**config.mk**
```make
export PLATFORM = sky130hd
export DESIGN_NAME = free_block_fit_search
export DESIGN_NICKNAME = d
export VERILOG_FILES = /design/src/rtl/core/fbfs_pkg.sv /design/src/rtl/core/fbfs_mem.sv /design/src/rtl/core/fbfs_cmp.sv /design/src/rtl/core/free_block_fit_search.sv
export SDC_FILE = /design/constraint.sdc
export NUM_CORES = 1
export LEC_CHECK = 0
export BUFFER_PORTS_ARGS = -buffer_cell sky130_fd_sc_hd__buf_4
export CORE_MARGIN = 2
export CORE_UTILIZATION = 45
export DETAILED_ROUTE_END_ITERATION = 12
export PLACE_DENSITY = 0.63
export SLEW_MARGIN = 20
export SYNTH_ARGS = -nofsm -noshare
export SYNTH_HDL_FRONTEND = slang
export SYNTH_HIERARCHICAL = 1
export SYNTH_SLANG_ARGS = --single-unit
```
**constraint.sdc**
```tcl
create_clock -name clk -period 7.4 [get_ports clk]
set_input_delay 2.22 -clock clk [delete_from_list [all_inputs] [get_ports clk]]
set_output_delay 2.22 -clock clk [all_outputs]
set_load 0.05 [all_outputs]
```
**src/rtl/core/fbfs_pkg.sv**
```systemverilog
// ----------------------------------------------------------------------------
// fbfs_pkg
// shared codes and types of the free block fit search
// ----------------------------------------------------------------------------
package fbfs_pkg;

  // command codes
  localparam logic [1:0] CMD_APPEND = 2'd0;
  localparam logic [1:0] CMD_CLEAR  = 2'd1;
  localparam logic [1:0] CMD_QUERY  = 2'd2;

  // fit policies
  localparam logic [1:0] POL_FIRST = 2'd0;
  localparam logic [1:0] POL_BEST  = 2'd1;
  localparam logic [1:0] POL_WORST = 2'd2;

  // result status codes
  localparam logic [1:0] STAT_DONE  = 2'd0;
  localparam logic [1:0] STAT_FOUND = 2'd1;
  localparam logic [1:0] STAT_NOFIT = 2'd2;
  localparam logic [1:0] STAT_FULL  = 2'd3;

  localparam int unsigned ID_W = 16;

  // verdict of the compare unit on one stored block
  typedef struct packed {
    logic fits;  // block is large enough
    logic take;  // block replaces the current choice
  } cmp_res_t;

endpackage

```
**src/rtl/core/fbfs_mem.sv**
```systemverilog
// ----------------------------------------------------------------------------
// fbfs_mem
// block table storage, one write port and one registered read port
// ----------------------------------------------------------------------------
module fbfs_mem #(
  parameter int unsigned DEPTH  = 16,
  parameter int unsigned IDX_W  = 4,
  parameter int unsigned DATA_W = 48
) (
  input  logic              clk,
  input  logic              wr_en,
  input  logic [IDX_W-1:0]  wr_addr,
  input  logic [DATA_W-1:0] wr_data,
  input  logic              rd_en,
  input  logic [IDX_W-1:0]  rd_addr,
  output logic [DATA_W-1:0] rd_data
);

  logic [DATA_W-1:0] mem_r [DEPTH];
  logic [DATA_W-1:0] rd_data_r;

  always_ff @(posedge clk) begin
    if (wr_en) begin
      mem_r[wr_addr] <= wr_data;
    end
    if (rd_en) begin
      rd_data_r <= mem_r[rd_addr];
    end
  end

  assign rd_data = rd_data_r;

endmodule

```
**src/rtl/core/fbfs_cmp.sv**
```systemverilog
// ----------------------------------------------------------------------------
// fbfs_cmp
// shared compare unit: fit test, leftover and choice against the best so far
// ----------------------------------------------------------------------------
module fbfs_cmp #(
  parameter int unsigned SIZE_BITS = 32
) (
  input  logic [SIZE_BITS-1:0] blk_size,
  input  logic [SIZE_BITS-1:0] req_size,
  input  logic [SIZE_BITS-1:0] best_left,
  input  logic                 have,
  input  logic [1:0]           policy,
  output logic [SIZE_BITS-1:0] left,
  output fbfs_pkg::cmp_res_t   res
);
  import fbfs_pkg::*;

  always_comb begin
    left     = blk_size - req_size;
    res.fits = (blk_size >= req_size);
    res.take = 1'b0;
    if (res.fits) begin
      case (policy)
        POL_FIRST: res.take = 1'b1;
        POL_BEST:  res.take = !have || (left < best_left);
        POL_WORST: res.take = !have || (left > best_left);
        default:   res.take = 1'b0;
      endcase
    end
  end

endmodule

```
**src/rtl/core/free_block_fit_search.sv**
```systemverilog
// results: append, clear and unused commands give their word in the cycle after acceptance
// a query streams the stored blocks through the compare unit in S_SCAN and hands its verdict
//   to the output register from S_POST; first fit stops at its first hit, and an empty table or
//   unused policy goes straight to S_POST. flow: one item at a time, a query holds the block
//   until its verdict is handed on, the single table read port feeding one block per cycle to the compare unit
// reset: synchronous, active low, empties the table and drops any pending word
// ----------------------------------------------------------------------------
// free_block_fit_search
// ordered free block table with first, best and worst fit search
// ----------------------------------------------------------------------------
module free_block_fit_search #(
  parameter int unsigned MAX_ENTRIES = 16,
  parameter int unsigned SIZE_BITS   = 32
) (
  input  logic        clk,
  input  logic        rst_n,
  input  logic        in_valid,
  output logic        in_ready,
  input  logic [1:0]  in_cmd,
  input  logic [31:0] in_entry_size,
  input  logic [15:0] in_entry_id,
  input  logic [31:0] in_request_size,
  input  logic [1:0]  in_fit_policy,
  output logic        out_valid,
  input  logic        out_ready,
  output logic [1:0]  out_status,
  output logic [15:0] out_found_id
);
  import fbfs_pkg::*;

  // table geometry
  localparam int unsigned CNT_W  = $clog2(MAX_ENTRIES + 1);
  localparam int unsigned IDX_W  = (MAX_ENTRIES > 1) ? $clog2(MAX_ENTRIES) : 1;
  localparam int unsigned EXT_W  = (SIZE_BITS > 32) ? SIZE_BITS : 32;
  localparam int unsigned DATA_W = SIZE_BITS + ID_W;

  typedef enum logic [2:0] {
    S_IDLE = 3'b001,  // waiting for a word
    S_SCAN = 3'b010,  // streaming the table through the compare unit
    S_POST = 3'b100   // handing the query verdict to the output register
  } state_t;

  state_t               state_r, state_nxt;
  logic [CNT_W-1:0]     count_r, count_nxt;
  logic [CNT_W-1:0]     rd_addr_r, rd_addr_nxt;
  logic                 pend_r, pend_nxt;      // read register holds a block
  logic                 have_r, have_nxt;      // some block chosen so far
  logic [SIZE_BITS-1:0] best_r, best_nxt;
  logic [ID_W-1:0]      pick_r, pick_nxt;
  logic [SIZE_BITS-1:0] req_r, req_nxt;
  logic [1:0]           pol_r, pol_nxt;

  logic                 out_valid_r, out_valid_nxt;
  logic [1:0]           out_status_r, out_status_nxt;
  logic [ID_W-1:0]      out_found_id_r, out_found_id_nxt;

  logic                 accept;
  logic                 out_free;
  logic                 wr_en;
  logic                 rd_en;
  logic [DATA_W-1:0]    wr_data;
  logic [DATA_W-1:0]    rd_data;
  logic [SIZE_BITS-1:0] rd_size;
  logic [ID_W-1:0]      rd_id;
  logic [SIZE_BITS-1:0] left;
  cmp_res_t             cmp_res;
  logic [SIZE_BITS-1:0] in_size_m;
  logic [SIZE_BITS-1:0] in_req_m;
  logic                 full;

  // sizes are kept modulo 2^SIZE_BITS
  assign in_size_m = SIZE_BITS'(EXT_W'(in_entry_size));
  assign in_req_m  = SIZE_BITS'(EXT_W'(in_request_size));

  assign full     = (count_r == CNT_W'(MAX_ENTRIES));
  assign out_free = !out_valid_r || out_ready;
  assign in_ready = (state_r == S_IDLE) && out_free;
  assign accept   = in_valid && in_ready;

  // append writes at the fill position
  assign wr_en   = accept && (in_cmd == CMD_APPEND) && !full;
  assign wr_data = {in_entry_id, in_size_m};

  // one block a cycle is read while unread blocks remain
  assign rd_en = (state_r == S_SCAN) && (rd_addr_r != count_r);

  assign rd_size = rd_data[SIZE_BITS-1:0];
  assign rd_id   = rd_data[DATA_W-1:SIZE_BITS];

  fbfs_mem #(
    .DEPTH  (MAX_ENTRIES),
    .IDX_W  (IDX_W),
    .DATA_W (DATA_W)
  ) u_mem (
    .clk     (clk),
    .wr_en   (wr_en),
    .wr_addr (count_r[IDX_W-1:0]),
    .wr_data (wr_data),
    .rd_en   (rd_en),
    .rd_addr (rd_addr_r[IDX_W-1:0]),
    .rd_data (rd_data)
  );

  fbfs_cmp #(
    .SIZE_BITS (SIZE_BITS)
  ) u_cmp (
    .blk_size  (rd_size),
    .req_size  (req_r),
    .best_left (best_r),
    .have      (have_r),
    .policy    (pol_r),
    .left      (left),
    .res       (cmp_res)
  );

  always_comb begin
    state_nxt        = state_r;
    count_nxt        = count_r;
    rd_addr_nxt      = rd_addr_r;
    pend_nxt         = 1'b0;
    have_nxt         = have_r;
    best_nxt         = best_r;
    pick_nxt         = pick_r;
    req_nxt          = req_r;
    pol_nxt          = pol_r;
    out_valid_nxt    = out_valid_r && !out_ready;
    out_status_nxt   = out_status_r;
    out_found_id_nxt = out_found_id_r;

    case (state_r)
      S_IDLE: begin
        if (accept) begin
          case (in_cmd)
            CMD_APPEND: begin
              out_valid_nxt    = 1'b1;
              out_found_id_nxt = '0;
              if (full) begin
                out_status_nxt = STAT_FULL;
              end else begin
                out_status_nxt = STAT_DONE;
                count_nxt      = count_r + CNT_W'(1);
              end
            end
            CMD_CLEAR: begin
              out_valid_nxt    = 1'b1;
              out_status_nxt   = STAT_DONE;
              out_found_id_nxt = '0;
              count_nxt        = '0;
            end
            CMD_QUERY: begin
              req_nxt     = in_req_m;
              pol_nxt     = in_fit_policy;
              rd_addr_nxt = '0;
              have_nxt    = 1'b0;
              // empty table or unused policy: nothing to scan
              if ((count_r == '0) || !(in_fit_policy inside {POL_FIRST, POL_BEST, POL_WORST}))
              begin
                state_nxt = S_POST;
              end else begin
                state_nxt = S_SCAN;
              end
            end
            default: begin
              // unused command answers done and leaves the table alone
              out_valid_nxt    = 1'b1;
              out_status_nxt   = STAT_DONE;
              out_found_id_nxt = '0;
            end
          endcase
        end
      end

      S_SCAN: begin
        if (rd_en) begin
          rd_addr_nxt = rd_addr_r + CNT_W'(1);
        end
        pend_nxt = rd_en;
        if (pend_r) begin
          if (cmp_res.take) begin
            have_nxt = 1'b1;
            best_nxt = left;
            pick_nxt = rd_id;
          end
          // stop at the first hit for first fit, else after the last block
          if ((cmp_res.take && (pol_r == POL_FIRST)) || (rd_addr_r == count_r)) begin
            state_nxt = S_POST;
            pend_nxt  = 1'b0;
          end
        end
      end

      S_POST: begin
        if (out_free) begin
          out_valid_nxt    = 1'b1;
          out_status_nxt   = have_r ? STAT_FOUND : STAT_NOFIT;
          out_found_id_nxt = have_r ? pick_r : '0;
          state_nxt        = S_IDLE;
        end
      end

      default: begin
        state_nxt = S_IDLE;
      end
    endcase
  end

  // control state
  always_ff @(posedge clk) begin
    if (!rst_n) begin
      state_r     <= S_IDLE;
      count_r     <= '0;
      rd_addr_r   <= '0;
      pend_r      <= 1'b0;
      have_r      <= 1'b0;
      out_valid_r <= 1'b0;
    end else begin
      state_r     <= state_nxt;
      count_r     <= count_nxt;
      rd_addr_r   <= rd_addr_nxt;
      pend_r      <= pend_nxt;
      have_r      <= have_nxt;
      out_valid_r <= out_valid_nxt;
    end
  end

  // payload
  always_ff @(posedge clk) begin
    best_r         <= best_nxt;
    pick_r         <= pick_nxt;
    req_r          <= req_nxt;
    pol_r          <= pol_nxt;
    out_status_r   <= out_status_nxt;
    out_found_id_r <= out_found_id_nxt;
  end

  assign out_valid    = out_valid_r;
  assign out_status   = out_status_r;
  assign out_found_id = out_found_id_r;

endmodule

```
==> impl_metrics.env <==
export IMPL_grt_pass1_vias=18900
export IMPL_path_clk_slew_ns=0.06
export IMPL_placed_area_sq_um=39200
export IMPL_detail_route_antenna_nets=0
export IMPL_die_y_um=290
export IMPL_io_buffers=107
export IMPL_die_w_um=290
export IMPL_stdcell_area_sq_um=42700
export IMPL_grt_max_degree=117
export IMPL_num_fill_cells=6240
export IMPL_clock_latency_ns=0.67
export IMPL_dp_hpwl_um=45900
export IMPL_routed_wl_um=81000
export IMPL_cts_setup_buffers=0
export IMPL_status="complete, no violations"
export IMPL_first_pass_iters=5
export IMPL_cp_end_kind="flop"
export IMPL_cellPowerDensity_nw_per_um2=264
export IMPL_fin_crit_sh_pct=76.1
export IMPL_leakagePower_nw=14.0
export IMPL_cts_buffers=95
export IMPL_slew_headroom_pct=28.1
export IMPL_path_cells="inv_1, ha_1, inv_1, fa_1, a21oi_1, o21ai_1, a21oi_1, o211ai_1, nand2_1, nand2_1, nand4_1, nand2_1, xor2_1, ha_1, a21o_1, a21o_1, a211oi_1, o21ai_0, a221oi_1, o21ai_0, mux2i_1, o31a_1, and3_2, buf_4"
export IMPL_wl_per_cell_um=25.6
export IMPL_finalPower_mw=11.3
export IMPL_cts_root_buffer="clkbuf_16"
export IMPL_multi_input_area_sq_um=8490
export IMPL_route_detailed_drc=0
export IMPL_grt_overflow_total=0
export IMPL_netlist_instances=1852
export IMPL_fmax_mhz=178
export IMPL_fp_dieArea_sq_um=84200
export IMPL_antenna_found_initial=6
export IMPL_rsz0062_at_grt="no"
export IMPL_cpMaxStageDelayCell="and3_2"
export IMPL_layout_drive_gt1_share_pct=25.3
export IMPL_vias=18300
export IMPL_finalCriticalPeriod_ns=5.63
export IMPL_synth_area_sq_um=36800
export IMPL_path_class="flop to flop"
export IMPL_hp_class="flop to flop"
export IMPL_dp_cells=2986
export IMPL_cts_resized=0
export IMPL_ys_warnings_count=6
export IMPL_h_tree_depth=3
export IMPL_fin_tns_setup_ns=0
export IMPL_clockBufferDepth=3
export IMPL_io_pins=108
export IMPL_postSynthAreaPerCell_sq_um=19.9
export IMPL_hold_violations=0
export IMPL_path_max_fanout=24
export IMPL_cp_required_ns=7.74
export IMPL_setup_viol=0
export IMPL_min_delay_start="u_mem/rd_data[32]$_DFFE_PP_"
export IMPL_irDropWorstVdd_mv=0.197
export IMPL_cp_common_cell="nand2_1"
export IMPL_syn_to_final_growth_pct=15.8
export IMPL_instances_no_fill=3167
export IMPL_max_cap_violations=0
export IMPL_cts_hold_buf=0
export IMPL_vias_per_cell=5.77
export IMPL_worstMarginPinSlew_ns=1.08
export IMPL_grt_pass1_wl_um=121000
export IMPL_rows=104
export IMPL_arrival_ns=5.97
export IMPL_fin_nets=2185
export IMPL_crit_path_start="u_mem/rd_data[0]$_DFFE_PP_"
export IMPL_start_kind="flop"
export IMPL_reg2reg_from="u_mem/rd_data[0]$_DFFE_PP_"
export IMPL_cts_tree="done"
export IMPL_drt_iter0_markers=1450
export IMPL_cpPeakStageDelay_ns=0.72
export IMPL_seq_area_sq_um=27800
export IMPL_slew_violations=0
export IMPL_grt_total_usage_pct=19.3
export IMPL_place_congestion=0.840
export IMPL_cts_sinks=932
export IMPL_design_core_area_sq_um=80800
export IMPL_synth_nets=2011
export IMPL_fin_skew_ns=0.0323
export IMPL_initial_utilization_pct=45.6
[report_power, final]
group / internal (mW) / switching (mW) / leakage, nW
combinational: 0.104 / 0.200 / 3.95
clock: 3.11 / 2.03 / 1.65
sequential: 5.82 / 0.0124 / 8.39
[registers in the layout (all words and copies together) (netlist names)]
| register | flops |
|---|---|
| rd_addr_r | 5 |
| pick_r | 16 |
| u_mem/rd_data | 48 |
| count_r | 5 |
| pend_r | 1 |
| have_r | 1 |
| best_r | 32 |
| state_r | 3 |
| out_status | 2 |
| u_mem/mem_r | 768 |
| out_found_id | 16 |
| out_valid | 1 |
| req_r | 32 |
| pol_r | 2 |
[layout by cell type, fill, tap and decap left out, drive strengths merged, types with 3 or more instances in the layout]
cell / n
bufinv: 20
o21a: 10
nor2b: 10
a21oi: 42
ha: 70
edfxtp: 916
clkinv: 39
a22oi: 97
or4: 4
xor2: 14
o31ai: 3
xnor2: 22
o21ai: 27
buf: 148
o21bai: 7
nor2: 44
nand3: 13
a21boi: 5
a31oi: 6
nor3: 15
a211oi: 4
dfxtp: 16
inv: 89
nand4: 11
nand3b: 4
nand2: 73
and3: 19
nand2b: 9
a21o: 24
nor4: 4
mux4: 192
a221oi: 3
clkinvlp: 6
clkbuf: 108
or3: 4
[area by class of cell]
| type | count | share of cell area (%) |
|---|---|---|
| antenna | 1 | 0.00587 |
| clock buffer | 108 | 5.76 |
| clock inverter | 69 | 2.26 |
| inverter | 85 | 0.748 |
| multi-input combinational | 764 | 19.9 |
| sequential | 932 | 65.2 |
| tap | 1060 | 3.11 |
| timing repair buffer | 148 | 2.97 |
[final timing paths]
path | slack, ns | depth (start not counted) | to
setup / recovery | 1.77 | 24 | best_r[18]$_DFFE_PP_
hold / removal | 0.43 | 0 | pick_r[0]$_DFFE_PP_
setup reg to reg | 1.77 | 24 | best_r[18]$_DFFE_PP_
hold reg to reg | 0.43 | 0 | pick_r[0]$_DFFE_PP_
[worst max-delay path: cells and delay by family (launching register included)]
kind            cells  cell delay (ns)
flops               1             0.35
buf+inv             3             0.48
fa+ha+maj           3             0.74
mux                 1             0.18
compound gates     11             1.98
xor+xnor            1             0.17
simple gates        5             1.39
[per-stage QoR]
stage / hold slack [ns] / utilization (%) / setup slack, ns
finish: 0.426 / 52.8 / 1.77
floorplan: 0.400 / - / 0.262
global route: 0.432 / 52.8 / 1.26
detailed placement: 0.408 / 48.5 / 1.78
global placement: 0.409 / 48.4 / 1.83
CTS: 0.424 / 52.7 / 1.72
[per-layer routing]
layer | routed length (um) | track usage [%] | part of all wire (%)
met1 | 35300 | 27.1 | 44
met2 | 38500 | 30.7 | 48
met3 | 5400 | 4.25 | 6.7
met4 | 1740 | 5.45 | 2.2
met5 | 55 | 0 | 0.068
Note: power is estimated with default switching activity, not from simulation.
